<file path="src/rtl/core/gst_pkg.sv">
`default_nettype none
package gst_pkg;

	// Table geometry.
	localparam int SLOT_COUNT = 32;
	localparam int SLOT_W     = $clog2(SLOT_COUNT);

	// Time constants in 1/1024 s units: the wave saturates at its field maximum
	// and an explosion expires once the wave passes 1.5 s.
	localparam int            WAVE_W     = 12;
	localparam logic [11:0]   WAVE_MAX   = 12'd4095;
	localparam logic [11:0]   WAVE_LIMIT = 12'd1536;

	// Operation codes.
	localparam logic [2:0] OP_REGISTER   = 3'd0;
	localparam logic [2:0] OP_REMOVE     = 3'd1;
	localparam logic [2:0] OP_REMOVE_ENT = 3'd2;
	localparam logic [2:0] OP_TICK       = 3'd3;
	localparam logic [2:0] OP_LOOKUP     = 3'd4;

	// Slot kinds.
	localparam logic [2:0] KIND_NONE      = 3'd0;
	localparam logic [2:0] KIND_CHARACTER = 3'd1;
	localparam logic [2:0] KIND_VEHICLE   = 3'd2;
	localparam logic [2:0] KIND_PROJECT   = 3'd3;
	localparam logic [2:0] KIND_EXPLOSION = 3'd4;

	// Result status codes.
	localparam logic [1:0] STAT_OK   = 2'd0;
	localparam logic [1:0] STAT_FULL = 2'd1;
	localparam logic [1:0] STAT_BAD  = 2'd2;

	typedef struct packed {
		logic [2:0]  op;
		logic [2:0]  kind;
		logic [31:0] entity_id;
		logic [23:0] lifetime;
		logic [4:0]  handle_slot;
		logic [15:0] handle_generation;
		logic [15:0] tick_delta;
	} in_word_t;

	typedef struct packed {
		logic [1:0]  status;
		logic [4:0]  result_slot;
		logic [15:0] result_generation;
		logic [2:0]  result_kind;
		logic [5:0]  changed_count;
		logic [5:0]  active_count;
	} out_word_t;

	// One slot record as held in the slot memory.
	typedef struct packed {
		logic [15:0]       generation;
		logic [2:0]        kind;
		logic [31:0]       entity;
		logic [23:0]       lifetime;
		logic [WAVE_W-1:0] wave;
	} slot_rec_t;

	typedef enum logic [1:0] {
		S_IDLE,
		S_ISSUE,
		S_APPLY,
		S_SWEEP
	} ctl_state_t;

	// Controller to datapath.
	typedef struct packed {
		logic load;
		logic issue;
		logic apply;
		logic sweep;
		logic finish;
	} ctl_cmd_t;

	// Datapath to controller.
	typedef struct packed {
		logic sweep_op;
		logic last;
	} ctl_sts_t;

endpackage
`default_nettype wire

</file>
<file path="src/rtl/core/gst_ctrl.sv">
`default_nettype none
module gst_ctrl (
	input  wire logic              clk,
	input  wire logic              arst_n,
	input  wire logic              start,
	input  wire gst_pkg::ctl_sts_t sts,
	output gst_pkg::ctl_cmd_t      cmd,
	output logic                   busy
);
	import gst_pkg::*;

	ctl_state_t state_q, state_d;

	always_ff @(posedge clk or negedge arst_n) begin
		if (!arst_n) begin
			state_q <= S_IDLE;
		end else begin
			state_q <= state_d;
		end
	end

	always_comb begin
		state_d = state_q;
		cmd     = '0;
		busy    = 1'b1;
		case (state_q)
			S_IDLE: begin
				busy = 1'b0;
				if (start) begin
					cmd.load = 1'b1;
					state_d  = S_ISSUE;
				end
			end
			S_ISSUE: begin
				cmd.issue = 1'b1;
				state_d   = sts.sweep_op ? S_SWEEP : S_APPLY;
			end
			S_APPLY: begin
				cmd.apply  = 1'b1;
				cmd.finish = 1'b1;
				state_d    = S_IDLE;
			end
			S_SWEEP: begin
				cmd.sweep = 1'b1;
				if (sts.last) begin
					cmd.finish = 1'b1;
					state_d    = S_IDLE;
				end
			end
			default: begin
				state_d = S_IDLE;
			end
		endcase
	end

endmodule
`default_nettype wire

</file>
<file path="src/rtl/core/gst_datapath.sv">
`default_nettype none
module gst_datapath (
	input  wire logic              clk,
	input  wire logic              arst_n,
	input  wire gst_pkg::ctl_cmd_t cmd,
	input  wire gst_pkg::in_word_t item,
	output gst_pkg::ctl_sts_t      sts,
	output logic                   done,
	output gst_pkg::out_word_t     result
);
	import gst_pkg::*;

	slot_rec_t slot_mem [SLOT_COUNT];
	slot_rec_t rd_q;

	logic [SLOT_COUNT-1:0] active_q;
	logic [SLOT_COUNT-1:0] gen_valid_q;
	logic [5:0]            live_q;
	logic [5:0]            chg_q;
	logic                  done_q;
	in_word_t              item_q;
	logic [SLOT_W-1:0]     cur_q;
	out_word_t             res_q;

	logic [SLOT_W-1:0] free_idx;
	logic              full;
	logic [SLOT_W-1:0] rd_addr;
	logic              rd_en;
	logic              wr_en;
	slot_rec_t         wr_rec;

	logic              cur_act;
	logic [15:0]       cur_gen;
	logic [15:0]       new_gen;
	logic              kind_ok;
	logic              handle_ok;
	logic              set_act;
	logic              clr_act;
	logic [5:0]        live_dec;
	logic [5:0]        live_d;
	out_word_t         res_d;

	logic              life_exp;
	logic [23:0]       life_new;
	logic              is_expl;
	logic [17:0]       wave_sum;
	logic [WAVE_W-1:0] wave_new;
	logic              wave_exp;
	logic              retire;

	assign sts.sweep_op = (item_q.op == OP_REMOVE_ENT) || (item_q.op == OP_TICK);
	assign sts.last     = (cur_q == SLOT_W'(SLOT_COUNT - 1));

	// Lowest free slot.
	always_comb begin
		free_idx = '0;
		for (int i = SLOT_COUNT - 1; i >= 0; i--) begin
			if (!active_q[i]) begin
				free_idx = SLOT_W'(i);
			end
		end
	end
	assign full = &active_q;

	always_comb begin
		if (cmd.sweep) begin
			rd_addr = cur_q + 1'b1;
		end else if (sts.sweep_op) begin
			rd_addr = '0;
		end else if (item_q.op == OP_REGISTER) begin
			rd_addr = free_idx;
		end else begin
			rd_addr = item_q.handle_slot;
		end
	end
	assign rd_en = cmd.issue | cmd.sweep;

	// Decode of the slot under work.
	assign cur_act   = active_q[cur_q];
	assign cur_gen   = gen_valid_q[cur_q] ? rd_q.generation : 16'd0;
	assign new_gen   = ((cur_gen + 16'd1) == 16'd0) ? 16'd1 : cur_gen + 16'd1;
	assign kind_ok   = (item_q.kind >= KIND_CHARACTER) && (item_q.kind <= KIND_EXPLOSION);
	assign handle_ok = (item_q.handle_generation != 16'd0) && cur_act &&
		(cur_gen == item_q.handle_generation);
	assign live_dec  = (live_q != 6'd0) ? live_q - 6'd1 : 6'd0;

	// Tick update of one slot: lifetime first, then the explosion wave.
	always_comb begin
		life_exp = cur_act && (rd_q.lifetime != 24'd0) &&
			(rd_q.lifetime <= {8'd0, item_q.tick_delta});
		if (life_exp) begin
			life_new = 24'd0;
		end else if (cur_act && (rd_q.lifetime != 24'd0)) begin
			life_new = rd_q.lifetime - {8'd0, item_q.tick_delta};
		end else begin
			life_new = rd_q.lifetime;
		end
		is_expl  = cur_act && !life_exp && (rd_q.kind == KIND_EXPLOSION);
		wave_sum = {6'd0, rd_q.wave} + {1'b0, item_q.tick_delta, 1'b0};
		wave_new = (wave_sum > {6'd0, WAVE_MAX}) ? WAVE_MAX : wave_sum[WAVE_W-1:0];
		wave_exp = is_expl && (wave_new > WAVE_LIMIT);
	end

	always_comb begin
		retire  = 1'b0;
		wr_en   = 1'b0;
		wr_rec  = rd_q;
		set_act = 1'b0;
		clr_act = 1'b0;
		live_d  = live_q;
		res_d   = '0;
		if (cmd.apply) begin
			case (item_q.op)
				OP_REGISTER: begin
					if (!kind_ok) begin
						res_d.status = STAT_BAD;
					end else if (full) begin
						res_d.status = STAT_FULL;
					end else begin
						set_act              = 1'b1;
						wr_en                = 1'b1;
						wr_rec.generation    = new_gen;
						wr_rec.kind          = item_q.kind;
						wr_rec.entity        = (item_q.kind >= KIND_PROJECT) ? 32'd0 :
							item_q.entity_id;
						wr_rec.lifetime      = ((item_q.kind == KIND_CHARACTER) ||
							(item_q.kind == KIND_EXPLOSION)) ? item_q.lifetime : 24'd0;
						wr_rec.wave          = '0;
						live_d               = live_q + 6'd1;
						res_d.result_slot       = cur_q;
						res_d.result_generation = new_gen;
						res_d.result_kind       = item_q.kind;
					end
				end
				OP_REMOVE: begin
					if (handle_ok) begin
						clr_act                 = 1'b1;
						live_d                  = live_dec;
						res_d.result_slot       = cur_q;
						res_d.result_generation = item_q.handle_generation;
					end else begin
						res_d.status = STAT_BAD;
					end
				end
				OP_LOOKUP: begin
					if (handle_ok) begin
						res_d.result_slot       = cur_q;
						res_d.result_generation = item_q.handle_generation;
						res_d.result_kind       = rd_q.kind;
					end else begin
						res_d.status = STAT_BAD;
					end
				end
				default: begin
				end
			endcase
		end else if (cmd.sweep) begin
			if (item_q.op == OP_TICK) begin
				retire          = life_exp || wave_exp;
				wr_en           = cur_act;
				wr_rec.lifetime = life_new;
				wr_rec.wave     = is_expl ? wave_new : rd_q.wave;
				wr_rec.kind     = retire ? KIND_NONE : rd_q.kind;
			end else begin
				retire = cur_act && (rd_q.entity == item_q.entity_id);
			end
			clr_act = retire;
			if (retire) begin
				live_d = live_dec;
			end
			res_d.changed_count = chg_q + {5'd0, retire};
		end
		res_d.active_count = live_d;
	end

	// Slot memory: one write and one registered read per cycle.
	always_ff @(posedge clk) begin
		if (wr_en) begin
			slot_mem[cur_q] <= wr_rec;
		end
		if (rd_en) begin
			rd_q <= slot_mem[rd_addr];
		end
	end

	always_ff @(posedge clk or negedge arst_n) begin
		if (!arst_n) begin
			active_q    <= '0;
			gen_valid_q <= '0;
			live_q      <= '0;
			chg_q       <= '0;
			done_q      <= 1'b0;
		end else begin
			done_q <= cmd.finish;
			live_q <= live_d;
			if (set_act) begin
				active_q[cur_q]    <= 1'b1;
				gen_valid_q[cur_q] <= 1'b1;
			end else if (clr_act) begin
				active_q[cur_q] <= 1'b0;
			end
			if (cmd.load) begin
				chg_q <= '0;
			end else if (cmd.sweep) begin
				chg_q <= res_d.changed_count;
			end
		end
	end

	always_ff @(posedge clk) begin
		if (cmd.load) begin
			item_q <= item;
		end
		if (cmd.issue) begin
			cur_q <= rd_addr;
		end else if (cmd.sweep) begin
			cur_q <= cur_q + 1'b1;
		end
		if (cmd.finish) begin
			res_q <= res_d;
		end
	end

	assign done   = done_q;
	assign result = res_q;

	a_live_matches: assert property (@(posedge clk) disable iff (!arst_n)
		live_q == 6'($countones(active_q)))
		else $error("live count differs from number of active slots");

endmodule
`default_nettype wire

</file>
<file path="src/rtl/core/generational_slot_table_with_lifetimes_unit.sv">
`default_nettype none
// The result word for register, remove, lookup and unknown ops is registered after the issue
// and apply states; for remove by entity and tick it follows the issue state and a sweep,
// which visits the 32 slots one per cycle through the single read port of the slot memory.
// The unit takes no new word until the result of the last one is shown.
// Reset (arst_n low, asynchronous) clears active flags, generations and the live count.
// Results are strobed by done for one cycle; the receiver cannot stall them.
module generational_slot_table_with_lifetimes_unit (
	input  wire logic              clk,
	input  wire logic              arst_n,
	input  wire logic              start,
	input  wire gst_pkg::in_word_t item,
	output logic                   busy,
	output logic                   done,
	output gst_pkg::out_word_t     result
);
	import gst_pkg::*;

	// The controller sequences each word: an issue cycle reads the slot record
	// (the lowest free slot for register, the handle's slot for remove and
	// lookup, slot zero for a sweep), then either a single apply cycle or a
	// sweep that processes one slot per cycle while fetching the next.
	ctl_cmd_t cmd;
	ctl_sts_t sts;

	gst_ctrl u_ctrl (
		.clk    (clk),
		.arst_n (arst_n),
		.start  (start),
		.sts    (sts),
		.cmd    (cmd),
		.busy   (busy)
	);

	// The datapath holds the slot memory, the active and generation-valid
	// flags, the live count and the result register.
	gst_datapath u_dp (
		.clk    (clk),
		.arst_n (arst_n),
		.cmd    (cmd),
		.item   (item),
		.sts    (sts),
		.done   (done),
		.result (result)
	);

	// A result is only shown while the unit is free to take a new word.
	a_done_idle: assert property (@(posedge clk) disable iff (!arst_n)
		done |-> !busy)
		else $error("result strobed while busy");

	// An accepted word keeps the unit busy in the next cycle.
	a_accept_busy: assert property (@(posedge clk) disable iff (!arst_n)
		(start && !busy) |=> busy)
		else $error("accepted word did not make the unit busy");

	// Reported counts and status stay within their meaning.
	a_result_range: assert property (@(posedge clk) disable iff (!arst_n)
		done |-> ((result.active_count <= 6'(SLOT_COUNT)) &&
			(result.changed_count <= 6'(SLOT_COUNT)) && (result.status != 2'd3)))
		else $error("result field out of range");

endmodule
`default_nettype wire

</file>
<file path="config.mk">
export PLATFORM = sky130hd
export DESIGN_NAME = generational_slot_table_with_lifetimes_unit
export DESIGN_NICKNAME = d
export VERILOG_FILES = /design/src/rtl/core/gst_pkg.sv /design/src/rtl/core/gst_ctrl.sv /design/src/rtl/core/gst_datapath.sv /design/src/rtl/core/generational_slot_table_with_lifetimes_unit.sv
export SDC_FILE = /design/constraint.sdc
export NUM_CORES = 2
export LEC_CHECK = 0
export BUFFER_PORTS_ARGS = -buffer_cell sky130_fd_sc_hd__buf_4
export CORE_AREA = 2 2 653 655
export DETAILED_ROUTE_END_ITERATION = 8
export DIE_AREA = 0 0 655 657
export MAX_ROUTING_LAYER = met4
export PLACE_DENSITY = 0.41
export SYNTH_ARGS = -nofsm -noshare
export SYNTH_HDL_FRONTEND = slang
export SYNTH_HIERARCHICAL = 1
export SYNTH_SLANG_ARGS = --single-unit
export TNS_END_PERCENT = 100
</file>
<file path="constraint.sdc">
create_clock -name clk -period 6.2 [get_ports clk]
set_input_delay 1.55 -clock clk [delete_from_list [all_inputs] [get_ports clk]]
set_output_delay 1.55 -clock clk [all_outputs]
set_load 0.005 [all_outputs]
</file>
# == Word level (Yosys, flattened, before mapping) ==
# Memory sizes are Yosys's and may differ from the RTL's. A register that Yosys moved wholly into a read port is not among the register bits.
# Index checks and enable logic that the tools add are counted.
# W data, S select, Z words.
# word_totals
regBits,221
ramBits,2784
in_bits,102
out_inout_bits,40
elab_cells,195
n_memories,1
# memory_table
memory,depth,width,rd,rd_ports_with_merged_regs,wr,line_no,rtl
u_dp.slot_mem,32,87,1,1,1,gst_datapath.sv:13,slot_rec_t slot_mem [SLOT_COUNT];
# op_classes
addsub,7
magnitude_cmp,8
n_eq_ne,15
muxes,114
bitwise,5
n_reduce_logical,25
# op_table
op,n
$mux W87,3
$mux W5,37
$mux W24,6
$mux W32,4
$mux W36,3
$pmux W23 S3,1
$mux W6,11
$or A32 B32 Y32,2
$mux W16,3
$and A32 B32 Y32,1
$eq A32 B32 Y1,1
$not A32 Y32,1
$reduce_and A32 Y1,1
$mux W1,28
$le A24 B16 Y1,1
$mux W12,2
$reduce_bool A24 Y1,1
$sub A24 B16 Y24,1
$mux W21,1
$add A12 B17 Y18,1
$gt A18 B12 Y1 const B,1
$add A16 B1 Y16 const B,1
$eq A16 B16 Y1,1
$logic_not A16 Y1,1
other kinds (35),61

# == Longest topological paths before layout ==
# logic_depth
word_depth,36
depth_mapped,19
mapped_depth_nobuf,18

# == Hierarchy ==
# The synthesis kept the hierarchy.
# by_module_without_submodules
mod,instances,cells_per_inst,area_each_um2,seq_area_each_um2
gst_datapath,1,8679,126339.9,92403.6
gst_ctrl,1,14,142.6,50.0

# == Least setup slack after synthesis ==
# No wires, ideal clock.
# synth_path
path_kind,reg-to-reg
start,register u_ctrl.state_q[1]
end,memory u_dp/slot_mem[28][0] in the netlist's numbering (enable)
setup_time_ns,0.533
t_arrival_ns,5.853
required_ns,5.667
setup_slack_ns,-0.186
stages_incl_launch_ff,8
path_buffers,0
synth_period_minus_slack_ns,6.386
cell_sequence,dfrtp_1 -> nor2b_1 -> nand2b_1 -> or2_2 -> nor3_1 -> a31oi_1 -> nand2b_1 -> nor2_1
# synth_lines
element,line_no,rtl
from (decl),gst_ctrl.sv:12,"ctl_state_t state_q, state_d;"
from (signal assigned),gst_ctrl.sv:18,state_q <= state_d;
to (decl),gst_datapath.sv:13,

# == Worst setup path after layout ==
# layout_path
start,register u_dp/item_q[96] in the netlist's numbering
end,"register, netlist name u_dp/rd_q[44]"
# layout_between
elab_chain_len,4
word_cells_on_any_way,7
cone_classes,eq/ne: 2; mux: 3; reduce/logical: 2
# layout_rtl
element,line_no,rtl
from (decl),gst_datapath.sv:21,in_word_t item_q;
from (signal assigned),gst_datapath.sv:212,item_q <= item;
$logic_not A3 Y1 / $eq A3 B2 Y1 (equally long branches),"gst_datapath.sv:70, gst_datapath.sv:51",
$mux W5 / $logic_or A1 B1 Y1 (equally long branches),"gst_datapath.sv:70, gst_datapath.sv:51",
$mux W5 *,gst_datapath.sv:68,end else if (sts.sweep_op) begin
$mux W5 *,gst_datapath.sv:66,if (cmd.sweep) begin
# Every way passes the cells marked *; elsewhere a longest branch is shown, timed or not.
# A chain may end at the register's enable or synchronous reset.

==> metrics.md <==
| Metric | Value |
|---|---|
| Initial antenna violation count | `20` |
| CP max stage delay | `roughly 820 ps` |
| Max stage delay cell, worst path | `nor2_4` |
| Avg Inst Size Synth | `roughly 15 µm²` |
| Post-CTS Repair Setup Buffers | `0` |
| Clk pwr share | `28.7%` |
| # rows | `roughly 240` |
| Crit. End Element | `register` |
| Sequential Power Share | `between 30% and 40%` |
| CTS Hold Buffers Added | `0` |
| Total core area | `roughly 420,000 µm²` |
| Nets | `slightly above 9,000` |
| Routed Antenna Nets | `0` |
| Clock sink count | `3,092` |
| Ys flop type | `edfxtp_1` |
| Unrepaired setup endpoints after global routing | `false` |
| Largest net degree at the start of global routing | `between 100 and 150` |
| GRT overflow | `0` |
| Fin area | `~150,000 µm²` |
| I/O Pins | `142` |
| Outcome | `completed` |
| Initial core utilization | `between 20% and 30%` |
| Clk Latency, worst-skew pair | `970 ps` |
| Cell count after synthesis | `8,693` |
| Worst slack at placement | `1040 ps` |
| 1st-iter DRT viols | `around 8,200` |
| Top cell type by total area after synthesis | `edfxtp_1` |
| Part of the cycle the worst path needs | `85.4%` |
| Clock skew | `approximately 62 ps` |
| Sw Ratio | `a little over a third` |
| PortBufs | `141` |
| Top Family by Delay on Critical Path | `simple AND/OR/NAND/NOR gates` |
| WS Path Type | `register to register` |
| H-tree levels | `5` |
| Internal | `46,900 µW` |
| Synthesized flop and latch total | `3,092` |
| Async SR Flop Fraction | `2.55%` |
| Fmax | `~0.19 GHz` |
| Num CTS Buffers | `about 360` |
| Arrival time worst endpoint | `just over 6000 ps` |
| Final setup viols | `0` |
| Buf/Inv on CP | `2` |
| Die area | `roughly 430,000 µm²` |
| Area growth from synthesis to layout | `17.6%` |
| Post-CTS Resized | `0` |
| Max cap viols | `0` |
| Slew @ Worst Pin | `1270 ps` |
| Wire per inst | `30.0 µm` |
| Final Max Tran Viols | `0` |
| Post-route minimum period | `about 5300 ps` |
| Worst min path class | `input pin to async pin` |
| Gr usage total | `a little over a fifth` |
| Post-synth EDFFs | `around 3,000` |
| Leakage Power | `slightly above 0.05 µW` |
| Via count | `around 79,000` |
| Worst vdd ir | `0.593 mV` |
| Final Hold Fails | `0` |
| GP Congestion | `around 0.86` |
| CP Cell Sequence | `nor4_1, nand4_1, a211oi_1, a221o_1, buf_4, nor2_1, nor2_4, buf_4, o21a_1, a32oi_1, o2111ai_1` |
| Layout cells sized above 1 | `between 10% and 20%` |
| Total wire length | `448,000 µm` |
| Commonest cells in the netlist | `edfxtp_1, nand2_1, mux2i_1` |
| Worst hold slack | `375 ps` |
| Max-slew headroom | `~16%` |
| CTS tree | `done` |
| Final WS setup | `907 ps` |
| Post-synthesis sequential area ratio | `between 70% and 80%` |
| Vias in the first global route | `a little under 80,000` |
| Die Ht | `between 600 and 700 µm` |
| Worst-path maximum fanout | `26` |
| DRC | `0` |
| CP required | `~7000 ps` |
| Area share of the largest cell type after synthesis | `71.5%` |
| Startpoint types | `register` |
| Synth area leaders | `edfxtp_1, mux2i_1, nand2_1` |
| Synthesized cell area | `around 130,000 µm²` |
| Via/cell ratio | `5.27` |
| Synthesis Warnings | `6` |
| CTS root buffer | `clkbuf_16` |
| Clock tree buffer depth | `4` |
| Combinational Power Share | `approximately 32%` |
| First-pass GRT wire length | `approximately 620,000 µm` |
| NetSw | `between 20,000 and 30,000 µW` |
| Count leader, synth | `edfxtp_1` |
| P per Cell Area | `a little under 500 nW/µm²` |
| Die X | `655 µm` |
| Clock transition at path regs | `~60 ps` |
| Placed Area | `~140,000 µm²` |
| Cell repeated most along the worst path | `buf_4` |
| Synth cell types | `99` |
| Post-Syn Nets | `8,835` |
| DPL Wire Length | `240,000 µm` |
| First-pass detailed-route iteration total | `9` |
## layer usage
metal  vias up  global-route usage (%)  wire length [µm]
met3       602                    2.18             24100
li1      34200                       -                 -
met1     41200                    28.9            204000
met4         0                    5.09             11000
met5         -                       -                 0
met2      2642                    32.8            210000
## sequential cells by signal (all words and copies together), names as in the netlist, named ones only
name and count:
u_ctrl/state_q 2, u_dp/chg_q 6, u_dp/cur_q 5, u_dp/done 1
u_dp/gen_valid_q 32, u_dp/item_q 99, u_dp/live_q 6, u_dp/rd_q 87
u_dp/result 38, u_dp/slot_mem 2784
## cells by family after synthesis
kind of cell / synth area share, %
muxes: 6.29
buffers and inverters: 2.15
and+or+nand+nor: 9.98
AOI/OAI and AO/OA: 7.43
DFF: 73.1
xor gates and xnor gates: 0.637
adders and majority gates: 0.408
## power by group through the flow
stage / Clock, µW / Combinational, µW / Sequential, µW
2_1_floorplan: 0 / 13800 / 28600
3_3_place_gp: 0 / 23400 / 29200
3_5_place_dp: 0 / 23700 / 29200
4_1_cts: 21500 / 23800 / 28800
5_1_grt: 22300 / 25500 / 28800
6_report: 21100 / 23700 / 28700
## per-stage QoR
step	TNS [ps]	util, %	instances	power (µW)
global route	0	35.2	14900	76600
CTS	0	35.2	14900	74100
detailed placement	0	32.4	14200	52900
floorplan	-363240	-	8693	42400
finish	0	35.2	14900	73500
global placement	0	32.4	14200	52600
## final cells by class
class                           instances  area (µm²)
Clock buffer                          449        9520
Inverter                               57         214
Sequential cell                      3092       92500
Timing Repair Buffer                  487        5220
Antenna cell                           13        32.5
Clock inverter                        215        2080
Multi-Input combinational cell       4951       32100
Tap cell                             5663        7090
Fill cell                           40600      274000
## layout by cell type (no fill, tap or decap), types with 20 or more instances in the layout
cell type	n
nor3_1	112
clkinv_2	60
ha_1	38
nor2_1	102
a31oi_1	23
o21bai_1	20
clkbuf_1	80
buf_4	362
nand2_1	1309
and3_1	258
buf_12	124
o21ai_0	164
o22ai_1	95
nand4_1	33
o21ai_1	31
a221oi_1	190
nor2_4	37
xor2_1	39
inv_1	55
a22o_1	41
o21a_1	89
a211oi_1	178
mux2i_1	769
clkbuf_16	368
nor4_1	29
edfxtp_1	3013
bufinv_16	31
a32oi_1	83
nand2b_1	25
xnor2_1	53
o2111ai_1	86
clkinv_1	91
dfrtp_1	79
a21oi_1	73
nand3_1	733
## worst paths after layout
kind                                       from              endpoint  slack (ps)  cells after the start
min in group clk           u_dp/gen_valid_q[26]  u_dp/gen_valid_q[26]         470                      1
max in group asynchronous                arst_n        u_dp/live_q[4]        4580                      2
max reg2reg                     u_dp/item_q[96]         u_dp/rd_q[44]         910                     11
max                             u_dp/item_q[96]         u_dp/rd_q[44]         910                     11
min                                      arst_n             u_dp/done         380                      1
min reg2reg                u_dp/gen_valid_q[26]  u_dp/gen_valid_q[26]         470                      1
Power figures use the tool's default switching activity.
